<file path="src/hw/rtl/upd_pkg.sv">
// Shared types, constants and helpers for the URL percent decoder.
package upd_pkg;

	localparam logic [7:0]  CharPercent    = 8'h25;
	localparam logic [7:0]  CharZero       = 8'h30;
	localparam logic [7:0]  CharNine       = 8'h39;
	localparam logic [7:0]  CharLowerA     = 8'h61;
	localparam logic [7:0]  CharLowerF     = 8'h66;
	localparam logic [7:0]  CaseBit        = 8'h20;
	localparam logic [7:0]  HexAlphaBase   = 8'd10;
	localparam int          MaxBytes       = 3;
	localparam int          QueueDepthDef  = 4;
	localparam logic [15:0] OutLimitReset  = 16'd31;

	typedef enum logic [1:0] {
		PH_NONE  = 2'd0,
		PH_PCT   = 2'd1,
		PH_DIGIT = 2'd2
	} phase_t;

	// One decoded item: the kept bytes in order, then an optional terminator.
	typedef struct packed {
		logic [MaxBytes-1:0][7:0] bytes;
		logic [1:0]               nkeep;
		logic                     term;
	} bundle_t;

	// Returns {valid, nibble} for a hex digit character of either case.
	function automatic logic [4:0] hex_decode(input logic [7:0] c);
		logic [7:0] lc;
		logic [7:0] v;
		lc = c | CaseBit;
		v = '0;
		if (c >= CharZero && c <= CharNine) begin
			v = c - CharZero;
			return {1'b1, v[3:0]};
		end else if (lc >= CharLowerA && lc <= CharLowerF) begin
			v = lc - CharLowerA + HexAlphaBase;
			return {1'b1, v[3:0]};
		end
		return 5'd0;
	endfunction

endpackage

</file>
<file path="src/hw/rtl/upd_front.sv">
// Front end: escape tracking, limit bookkeeping and bundling of one item's results.
module upd_front (
	input  logic              clk,
	input  logic              arst_n,
	input  logic              cfg_we,
	input  logic [15:0]       cfg_wdata,
	input  logic              accept,
	input  logic [7:0]        in_byte,
	input  logic              in_last,
	output logic              bundle_valid,
	output upd_pkg::bundle_t  bundle
);

	logic [15:0]             limit_q;
	upd_pkg::phase_t         phase_q;
	logic [7:0]              held_q;
	logic [15:0]             count_q;

	upd_pkg::phase_t         phase_n;
	logic [7:0]              held_n;
	logic [15:0]             count_n;
	logic [upd_pkg::MaxBytes-1:0][7:0] cand;
	logic [1:0]              ncand;
	logic [1:0]              nkeep;
	logic [15:0]             avail;
	logic [4:0]              hx;
	logic [4:0]              hh;
	logic                    idle_c;

	always_comb begin
		cand = '0;
		ncand = '0;
		phase_n = phase_q;
		held_n = held_q;
		idle_c = 1'b1;
		hx = upd_pkg::hex_decode(in_byte);
		hh = upd_pkg::hex_decode(held_q);
		case (phase_q)
			upd_pkg::PH_PCT: begin
				if (hx[4]) begin
					idle_c = 1'b0;
					held_n = in_byte;
					phase_n = upd_pkg::PH_DIGIT;
				end else begin
					cand[ncand] = upd_pkg::CharPercent;
					ncand = ncand + 2'd1;
				end
			end
			upd_pkg::PH_DIGIT: begin
				if (hx[4]) begin
					idle_c = 1'b0;
					cand[ncand] = {hh[3:0], hx[3:0]};
					ncand = ncand + 2'd1;
					phase_n = upd_pkg::PH_NONE;
				end else begin
					cand[ncand] = upd_pkg::CharPercent;
					ncand = ncand + 2'd1;
					cand[ncand] = held_q;
					ncand = ncand + 2'd1;
				end
			end
			default: begin
			end
		endcase
		if (idle_c) begin
			if (in_byte == upd_pkg::CharPercent) begin
				phase_n = upd_pkg::PH_PCT;
			end else begin
				cand[ncand] = in_byte;
				ncand = ncand + 2'd1;
				phase_n = upd_pkg::PH_NONE;
			end
		end
		// At string end a held escape is flushed unchanged.
		if (in_last) begin
			case (phase_n)
				upd_pkg::PH_PCT: begin
					cand[ncand] = upd_pkg::CharPercent;
					ncand = ncand + 2'd1;
				end
				upd_pkg::PH_DIGIT: begin
					cand[ncand] = upd_pkg::CharPercent;
					ncand = ncand + 2'd1;
					cand[ncand] = held_n;
					ncand = ncand + 2'd1;
				end
				default: begin
				end
			endcase
			phase_n = upd_pkg::PH_NONE;
		end

		// Emission is a prefix of the candidates, cut at the byte limit.
		avail = limit_q - count_q;
		if (count_q >= limit_q) begin
			nkeep = '0;
		end else if (avail >= {14'd0, ncand}) begin
			nkeep = ncand;
		end else begin
			nkeep = avail[1:0];
		end
		count_n = in_last ? '0 : count_q + {14'd0, nkeep};

		bundle.bytes = cand;
		bundle.nkeep = nkeep;
		bundle.term = in_last;
		bundle_valid = accept && ((nkeep != 2'd0) || in_last);
	end

	always_ff @(posedge clk or negedge arst_n) begin
		if (!arst_n) begin
			limit_q <= upd_pkg::OutLimitReset;
		end else if (cfg_we) begin
			limit_q <= cfg_wdata;
		end
	end

	always_ff @(posedge clk or negedge arst_n) begin
		if (!arst_n) begin
			phase_q <= upd_pkg::PH_NONE;
			held_q <= '0;
			count_q <= '0;
		end else if (accept) begin
			phase_q <= phase_n;
			held_q <= held_n;
			count_q <= count_n;
		end
	end

endmodule

</file>
<file path="src/hw/rtl/upd_queue.sv">
// Short bundle queue between the front end and the result serializer.
module upd_queue #(
	parameter int Depth = upd_pkg::QueueDepthDef
) (
	input  logic             clk,
	input  logic             arst_n,
	input  logic             wr,
	input  upd_pkg::bundle_t wr_data,
	input  logic             rd,
	output logic             full,
	output logic             rd_valid,
	output upd_pkg::bundle_t rd_data
);

	localparam int PtrW = (Depth > 1) ? $clog2(Depth) : 1;
	localparam int CntW = $clog2(Depth + 1);

	upd_pkg::bundle_t mem_q [Depth];
	logic [PtrW-1:0]  wr_ptr_q;
	logic [PtrW-1:0]  rd_ptr_q;
	logic [CntW-1:0]  cnt_q;

	assign full = (cnt_q == CntW'(Depth));
	assign rd_valid = (cnt_q != '0);
	assign rd_data = mem_q[rd_ptr_q];

	always_ff @(posedge clk) begin
		if (wr) begin
			mem_q[wr_ptr_q] <= wr_data;
		end
	end

	always_ff @(posedge clk or negedge arst_n) begin
		if (!arst_n) begin
			wr_ptr_q <= '0;
			rd_ptr_q <= '0;
			cnt_q <= '0;
		end else begin
			if (wr) begin
				wr_ptr_q <= (wr_ptr_q == PtrW'(Depth - 1)) ? '0 : wr_ptr_q + 1'b1;
			end
			if (rd) begin
				rd_ptr_q <= (rd_ptr_q == PtrW'(Depth - 1)) ? '0 : rd_ptr_q + 1'b1;
			end
			if (wr && !rd) begin
				cnt_q <= cnt_q + 1'b1;
			end else if (rd && !wr) begin
				cnt_q <= cnt_q - 1'b1;
			end
		end
	end

endmodule

</file>
<file path="src/hw/rtl/upd_back.sv">
// Back end: walks each bundle one result at a time into the output register.
module upd_back (
	input  logic             clk,
	input  logic             arst_n,
	input  logic             q_valid,
	input  upd_pkg::bundle_t q_data,
	output logic             q_rd,
	input  logic             pop,
	output logic             empty,
	output logic [7:0]       out_byte,
	output logic             has_byte,
	output logic             out_last
);

	logic [1:0] idx_q;
	logic       out_valid_q;
	logic [7:0] byte_q;
	logic       has_q;
	logic       last_q;

	logic       load;
	logic       final_res;
	logic [2:0] total;
	logic [7:0] sel_byte;

	always_comb begin
		total = {1'b0, q_data.nkeep} + {2'd0, q_data.term};
		final_res = ({1'b0, idx_q} + 3'd1) == total;
		load = q_valid && (!out_valid_q || pop);
		q_rd = load && final_res;
		case (idx_q)
			2'd0: sel_byte = q_data.bytes[0];
			2'd1: sel_byte = q_data.bytes[1];
			2'd2: sel_byte = q_data.bytes[2];
			default: sel_byte = '0;
		endcase
	end

	always_ff @(posedge clk or negedge arst_n) begin
		if (!arst_n) begin
			idx_q <= '0;
			out_valid_q <= 1'b0;
		end else begin
			if (load) begin
				idx_q <= final_res ? '0 : idx_q + 2'd1;
				out_valid_q <= 1'b1;
			end else if (pop) begin
				out_valid_q <= 1'b0;
			end
		end
	end

	always_ff @(posedge clk) begin
		if (load) begin
			if (idx_q < q_data.nkeep) begin
				byte_q <= sel_byte;
				has_q <= 1'b1;
				last_q <= 1'b0;
			end else begin
				byte_q <= '0;
				has_q <= 1'b0;
				last_q <= 1'b1;
			end
		end
	end

	assign empty = !out_valid_q;
	assign out_byte = byte_q;
	assign has_byte = has_q;
	assign out_last = last_q;

endmodule

</file>
<file path="src/hw/rtl/url_percent_decoder.sv">
// Top level of the URL percent decoder: front end, bundle queue and result serializer.
// Usage:
// Input side is a queue write port: a byte and its end-of-string flag are taken as a
// transaction at a clock edge with push high and full low. Result side is a queue
// read port: while empty is low the oldest result sits on out_byte, has_byte and
// out_last, and it leaves at an edge with pop high.
// Each byte yields zero to three decoded bytes; a string-end byte adds a terminator
// result (has_byte low, out_last high). The cfg_we/cfg_wdata port sets the most
// decoded bytes kept per string; write it only while the block is idle.
// A transaction's results are written to the bundle queue at the accepting edge and
// move on into the output register as soon as it is free to load.
// Throughput: one input per cycle while each yields at most one result. The
// serializer moves one result per cycle while pop keeps up, so an input with more
// than one result holds it until all have moved; the bundle queue of QueueDepth
// entries absorbs those bursts, and full rises only when it is filled. A stalled pop
// holds the output register, backs up the queue and then raises full; nothing is lost.
// Reset clears escape state, counts and the queue, empties the output register, and
// sets the byte limit to 31.
module url_percent_decoder #(
	parameter int QueueDepth = upd_pkg::QueueDepthDef
) (
	input  logic        clk,
	input  logic        arst_n,
	input  logic        push,
	output logic        full,
	input  logic [7:0]  in_byte,
	input  logic        in_last,
	output logic        empty,
	input  logic        pop,
	output logic [7:0]  out_byte,
	output logic        has_byte,
	output logic        out_last,
	input  logic        cfg_we,
	input  logic [15:0] cfg_wdata
);

	logic             accept;
	logic             q_wr;
	logic             q_rd;
	logic             q_valid;
	upd_pkg::bundle_t wr_bundle;
	upd_pkg::bundle_t rd_bundle;

	assign accept = push && !full;

	upd_front u_front (
		.clk          (clk),
		.arst_n       (arst_n),
		.cfg_we       (cfg_we),
		.cfg_wdata    (cfg_wdata),
		.accept       (accept),
		.in_byte      (in_byte),
		.in_last      (in_last),
		.bundle_valid (q_wr),
		.bundle       (wr_bundle)
	);

	upd_queue #(
		.Depth (QueueDepth)
	) u_queue (
		.clk      (clk),
		.arst_n   (arst_n),
		.wr       (q_wr),
		.wr_data  (wr_bundle),
		.rd       (q_rd),
		.full     (full),
		.rd_valid (q_valid),
		.rd_data  (rd_bundle)
	);

	upd_back u_back (
		.clk      (clk),
		.arst_n   (arst_n),
		.q_valid  (q_valid),
		.q_data   (rd_bundle),
		.q_rd     (q_rd),
		.pop      (pop),
		.empty    (empty),
		.out_byte (out_byte),
		.has_byte (has_byte),
		.out_last (out_last)
	);

`ifndef SYNTH
	a_term_shape: assert property (@(posedge clk) disable iff (!arst_n)
		!empty && !has_byte |-> out_last && out_byte == 8'd0)
		else $error("terminator result carries a byte");

	a_full_has_head: assert property (@(posedge clk) disable iff (!arst_n)
		full |-> q_valid)
		else $error("queue full without a head bundle");

	a_refill: assert property (@(posedge clk) disable iff (!arst_n)
		empty && q_valid |=> !empty)
		else $error("output register not refilled from a waiting bundle");
`endif

endmodule
</file>
<file path="config.mk">
export PLATFORM = sky130hd
export DESIGN_NAME = url_percent_decoder
export DESIGN_NICKNAME = d
export VERILOG_FILES = /design/src/hw/rtl/upd_pkg.sv /design/src/hw/rtl/upd_front.sv /design/src/hw/rtl/upd_queue.sv /design/src/hw/rtl/upd_back.sv /design/src/hw/rtl/url_percent_decoder.sv
export SDC_FILE = /design/constraint.sdc
export NUM_CORES = 1
export LEC_CHECK = 0
export ABC_AREA = 1
export BUFFER_PORTS_ARGS = -buffer_cell sky130_fd_sc_hd__buf_2
export CORE_UTILIZATION = 50
export DETAILED_ROUTE_END_ITERATION = 8
export PLACE_DENSITY = 0.71
export SETUP_SLACK_MARGIN = 0.3
export SLEW_MARGIN = 20
export SYNTH_ARGS = -nofsm -noshare
export SYNTH_HDL_FRONTEND = slang
export SYNTH_HIERARCHICAL = 1
export SYNTH_SLANG_ARGS = --single-unit
export TNS_END_PERCENT = 30
</file>
<file path="constraint.sdc">
create_clock -name clk -period 11.3 [get_ports clk]
set_clock_uncertainty 0.05 [all_clocks]
set_input_delay 0.565 -clock clk [delete_from_list [all_inputs] [get_ports clk]]
set_output_delay 0.565 -clock clk [all_outputs]
set_load 0.1 [all_outputs]
</file>
Word-level counts from Yosys, hierarchy flattened
Memories as Yosys holds them, arrays and structs flattened.
Index checks and enable logic that the tools add are counted.
- $add $sub $neg: 18
- multiply operators: 0
- div/mod/pow operators: 0
- $lt $le $gt $ge: 17
- eq/ne operators: 11
- shift-type cells: 0
- multiplexer cells: 59
- bitwise logic cells: 3
- reduce and logical (&&, ||, !) cells: 25
- operator list (cell ; number):
    $mux W24 ; 3
    $mux W8 ; 8
    $bwmux W24 ; 2
    $demux W8 S2 ; 3
    $pmux W24 S2 ; 1
    $mux W2 ; 13
    $pmux W8 S3 ; 1
    $add A16 B2 Y16 ; 1
    $ge A16 B16 Y1 ; 1
    $ge A16 B2 Y1 ; 1
    $ge A8 B6 Y1 const B ; 2
    $ge A8 B7 Y1 const B ; 2
    $le A8 B6 Y1 const B ; 2
    $le A8 B7 Y1 const B ; 2
    $mux W16 ; 1
    $pmux W8 S2 ; 1
    $sub A16 B16 Y16 ; 1
    $sub A4 B1 Y4 const B ; 4
    $and A15 B15 Y15 ; 1
    $mux W5 ; 3
    $not A15 Y15 ; 1
    $mux W1 ; 14
    $logic_and A1 B1 Y1 ; 13
    $add A2 B1 Y2 const B ; 6
    other kinds (24) ; 46
- bits in registers: 62
- bits in latches: 0
- RAM bits: 108
- bits in read-only memories: 0
- input port bits: 30
- output and inout port bits: 12
- logic and storage cells: 146
- memories: 1
- memory list (memory ; depth ; width ; read ports ; clocked after Yosys merged registers in ; write ports ; line ; RTL):
    u_queue.mem_q ; 4 ; 27 ; 1 ; 0 ; 1 ; upd_queue.sv:18 ; upd_pkg::bundle_t mem_q [Depth];

Depth between registers and ports, before layout
- depth after elaboration: 24
- mapped depth: 37

By module
Netlist, hierarchy kept.
- modules (own cells, without submodules) (module ; instances ; cells each ; area each (µm²) ; sequential area each (µm²)):
    upd_queue ; 1 ; 366 ; 4734.5 ; 3418.3
    upd_front ; 1 ; 651 ; 4272.8 ; 1057.3
    upd_back ; 1 ; 99 ; 810.8 ; 375.4
    url_percent_decoder ; 1 ; 2 ; 10.0 ; 0.0

Worst setup path after synthesis
No wires, ideal clock.
- path type: input to register
- start point: in in_byte[1]
- end point: reg u_front.count_q[15]
- setup time: 0.064 ns
- arrival: 5.279 ns
- data required time: 11.186 ns
- setup slack: 5.907 ns
- stages on the path: 36
- path buffers: 0
- path through: inv_1 > ha_1 > inv_1 > o211ai_1 > nand2_2 > nand2_4 > inv_2 > o21ai_2 > inv_1 > ha_1 > o21ai_2 > inv_1 > ha_1 > nor2_1 > nand2_1 > nand2_1 > nor2_2 > ha_1 > a21oi_1 > nand3_1 > nor3_1 > nand4_1 > nand2_1 > nand3_2 > inv_1 > ha_1 > a21o_1 > nand2_1 > nor2_1 > nand2_1 > nor4_1 > nand3_1 > nor2_1 > nand2_1 > a21oi_1 > o21a_1
- RTL lines (element ; line ; RTL):
    start, declared ; url_percent_decoder.sv:26 ; input logic [7:0] in_byte,
    end signal, assigned ; upd_front.sv:126 ; count_q <= count_n;
    end, declared ; upd_front.sv:17 ; logic [15:0] count_q;

==> out/results.txt <==
The count of hold-fix buffers inserted at cts was 0; the count of input and output buffers was 41. The per-instance average area after synthesis is 8.791 sq um, and the post-synthesis register bit count is 170. The post-synthesis instance area is 9828 sq um, and the total negative setup slack is 0 ns. The count of final hold-check violations is 0. The total global-route track usage came out at 22.63%.

Post-synthesis net count: 1202. TritonCTS built the clock tree. Element type at the critical path start: an input pin.

The logs give 915 um for the length of routed met3 wiring and 0.001397 W for the internal power of the cells. The Yosys step of the flow raised 6 warnings. The clock-pin slew on the worst setup and hold paths is 0.07 ns.

The run finished with clean final reports. Leaving out filler cells and counting taps, the final layout contains 1431. The width of the die is 142.2 um, and the number of cell instances on the worst register-to-register path is 33.

The sum of routed wire segments on met1 was 10.03 mm; the area fraction of the dominant cell type after synthesis was 36.05%. The static leakage is 5.006 nW. Of the total power, combinational logic draws 39.6%. The worst register-to-register path ends at u_front/count_q[15]$_DFFE_PN0P_. Of the cells placed in the final design, the portion with a size suffix greater than 1 is 11.78%. TritonCTS created 17 clock buffers. In this run the power density over the cells is 221.0 nW/um^2. In this run, the clock network consumes 24.2% of the power.

The logs give 0.1717 GHz for the maximum clock frequency and 5.60 ns for the internal reg-to-reg setup slack. The cell with the largest stage delay on the worst path is nor3_1. The tools report the final number of max-transition violations as 0. The tightest min-delay check is of the input pin to async pin type. For the number of instances resized during post-cts repair, the log shows 0. Counting I/O delays and the setup requirement, the final critical path takes 5.823 ns. The logs give 1399 for the cell count after placement and 42 for the count of pins on the block boundary. The number of cells produced by synthesis was 1118; the count of flip-flops with a built-in enable after synthesis was 118.

After synthesis, the most frequently instantiated cells are nand2_1, inv_1, edfxtp_1. The logs give 28.77% for the headroom to the max-slew limit and 4 for the depth of the CTS H-tree. The highest cell delay on the worst timing path was 0.34 ns; the total core area was 18960 sq um.

The final worst-path cycle share came out at 51.53%. The run gives 0 as the total overflow reported by the global router. The total half-perimeter wirelength after legalization and detailed placement came out at 15.23 mm. The share of synthesized registers carrying an async set or reset came out at 30.59%.

The run gives 11.62 ns as the required time at the endpoint of the critical path. The launching point of the worst reg2reg path was u_front/phase_q[0]$_DFFE_PN0P_. The worst setup path is of the input pin to flip-flop kind. The actual slew at the worst max-slew pin works out to 1.068 ns.

The logs give 21.31 mm for the sum of routed wire length over all layers and 110 for the maximum number of pins on one net before global-route repair. The biggest area consumer among synthesized cells is edfxtp_1. The reported max-cap violation count was 0. The logs give 6918 for the number of global-route vias before repair and 0 for the number of post-CTS setup repair buffers. The run gives 6.15 ns as the arrival time at the worst endpoint. The library cell used as clock root buffer was clkbuf_16. Yosys mapped the design onto 46 distinct sky130hd cell types. The sink count of the clock tree is 170. For the worst-skew pair, the clock arrives at the later sink with an insertion delay of 0.43 ns.

The run gives 4851 sq um as the footprint of the flip-flops and latches. The worst setup path is captured at a flip-flop. The initial antenna violation count was 0; the detailed route wirelength on metal2 was 10.08 mm. DRC violation total after the first TritonRoute iteration: 505.

The wire length per cell after detailed routing came out at 14.89 um. 0 antenna diodes ended up in the layout. Among all cell types in the netlist, the one instantiated most often is nand2_1. Summing all placed instances gives a cell area of 10250 sq um. The initial core utilization was 51.85%.

Summing all multi-input logic gate instances after layout gives 4066 sq um. The tools report the floorplan die area as 20220 sq um. For this run, the detailed router's first-pass iteration total came to 5.

Number of rows created at floorplan: 50. VDD sags by at most 0.0001327 V. Counting along the longest clock path gives a buffer depth of 2.

The kind of cell with the highest combined delay on the critical path is simple AND/OR/NAND/NOR gates. The most used flip-flop cell after synthesis is edfxtp_1. Setup repair after global routing left no endpoint under its margin. The cell that appears most often on the critical path is nand2_1.

The net count reported at finish is 1242, and the part of the Yosys area used for sequential elements is 49.36%. For the switching power, the log shows 0.0009973 W. The area overhead of the layout relative to synthesis is 10.25%, and the total number of vias is 7432. The logs give 10840 sq um for the area of all placed cells without fillers and 0.9441 for the final weighted congestion in routability-driven placement.

The remaining number of nets flagged by the antenna check after routing is 0. After synthesis, the cell types taking the most area are edfxtp_1, dfrtp_1, nand2_1, inv_1, ha_1. The die is 142.2 um tall.

For the share of power burned in registers, the log shows 36.2%. In this run the top signal layer used is met4. Using the TritonRoute via totals, the vias-per-cell ratio works out to 5.194. In this run the worst path has a maximum fanout of 6.

The critical path contains buffers and inverters numbering 5 combined. The first global-routing pass estimated 35.00 mm of wire. The logs give 1661 for the number of filler instances in the final layout and 0 for the post-detailed-route DRC marker count.

The switching part of the total power came out at 41.65%. Setup violations remaining at the end of the flow were counted as 0.
[layout make-up]
class | instances | area share (%)
tap | 260 | 3.002
sequential | 170 | 44.77
clock buffer | 18 | 3.961
timing repair buffer | 47 | 2.309
clock inverter | 14 | 1.397
multi-input combinational | 719 | 37.53
inverter | 203 | 7.032
[logic make-up (layout without fill, tap and decap cells)]
| family | Yosys count | after routing | share of synthesized area, % |
|---|---|---|---|
| compound gates | 183 | 183 | 12.15 |
| mux | 15 | 15 | 1.719 |
| buf+inv | 229 | 282 | 9.268 |
| simple gates | 457 | 457 | 19.44 |
| fa+ha+maj | 54 | 54 | 7.104 |
| xor+xnor | 10 | 10 | 0.9676 |
| flops | 170 | 170 | 49.36 |
[layer usage]
metal	track usage (%)	vias to the layer above
met4	6.848	0
met1	30.84	3467
li1	-	3793
met2	37.18	151
met5	0	-
met3	3.600	21
[worst register-to-register path, delay by kind of cell, from the launching register on]
kind,cells,cell delay [ns]
flops,1,0.38
fa+ha+maj,5,1.28
simple gates,18,2.46
compound gates,5,0.79
buf+inv,5,0.66
[how the worst max path moves through the flow]
stage                    start                              end  slack (ns)  depth (start not counted)
finish              in_byte[0]  u_front/count_q[15]$_DFFE_PN0P_        5.48                         37
global route        in_byte[0]  u_front/count_q[15]$_DFFE_PN0P_        4.90                         37
CTS                 in_byte[0]  u_front/count_q[15]$_DFFE_PN0P_        5.55                         37
detailed placement  in_byte[1]  u_front/count_q[15]$_DFFE_PN0P_        5.11                         37
global placement    in_byte[0]    u_queue/mem_q[2][4]$_DFFE_PP_        5.33                         30
floorplan           in_byte[1]  u_front/count_q[15]$_DFFE_PN0P_        5.91                         36
[state kept, by name (all words and copies together) (netlist names)]
register            count
u_queue/mem_q         108
u_front/count_q        16
u_front/limit_q        16
u_back/out_byte         8
u_front/held_q          8
u_queue/cnt_q           3
u_back/idx_q            2
u_front/phase_q         2
u_queue/rd_ptr_q        2
u_queue/wr_ptr_q        2
u_back/has_byte         1
u_back/out_last         1
u_back/out_valid_q      1
[cell usage in the layout (no fill, tap or decap), types with 5 or more instances in the layout]
| master | synthesis | final |
|---|---|---|
| nand4_1 | 11 | 11 |
| nand3_1 | 43 | 43 |
| nor2_1 | 59 | 59 |
| a21oi_1 | 32 | 32 |
| buf_4 | 3 | 6 |
| mux2_2 | 15 | 15 |
| inv_6 | 0 | 5 |
| inv_2 | 10 | 11 |
| o211ai_2 | 9 | 9 |
| nor3_1 | 12 | 12 |
| o22ai_1 | 19 | 19 |
| edfxtp_1 | 118 | 118 |
| a31oi_1 | 5 | 5 |
| dfrtp_1 | 47 | 47 |
| ha_1 | 51 | 51 |
| o21ai_1 | 8 | 8 |
| inv_1 | 193 | 192 |
| buf_2 | 14 | 41 |
| o211ai_1 | 52 | 52 |
| nand2_1 | 307 | 307 |
| nor2_2 | 5 | 5 |
| xnor2_1 | 6 | 6 |
| clkbuf_16 | 0 | 17 |
| dfstp_2 | 5 | 5 |
| o21ai_0 | 44 | 44 |
[power by group through the flow]
stage	Combinational [W]	Sequential (W)	Clock, W
final	0.000948	0.000867	0.000580
after detailed placement	0.000949	0.000881	0
after global placement	0.000929	0.000876	0
after global routing	0.00106	0.000881	0.000615
after floorplan	0.000632	0.00100	0
after CTS	0.000953	0.000868	0.000590
[per-stage QoR]
step	setup WS [ns]	utilization (%)	total power (W)	hold WS [ns]
after global placement	5.332	54.10	0.001805	0.4078
final	5.477	57.16	0.002394	0.1865
after CTS	5.551	57.16	0.002411	0.2225
after detailed placement	5.112	54.10	0.001829	0.4383
after floorplan	5.907	-	0.001632	0.2194
after global routing	4.898	57.16	0.002558	0.2473
No activity file was read; power rests on OpenSTA's default activity.
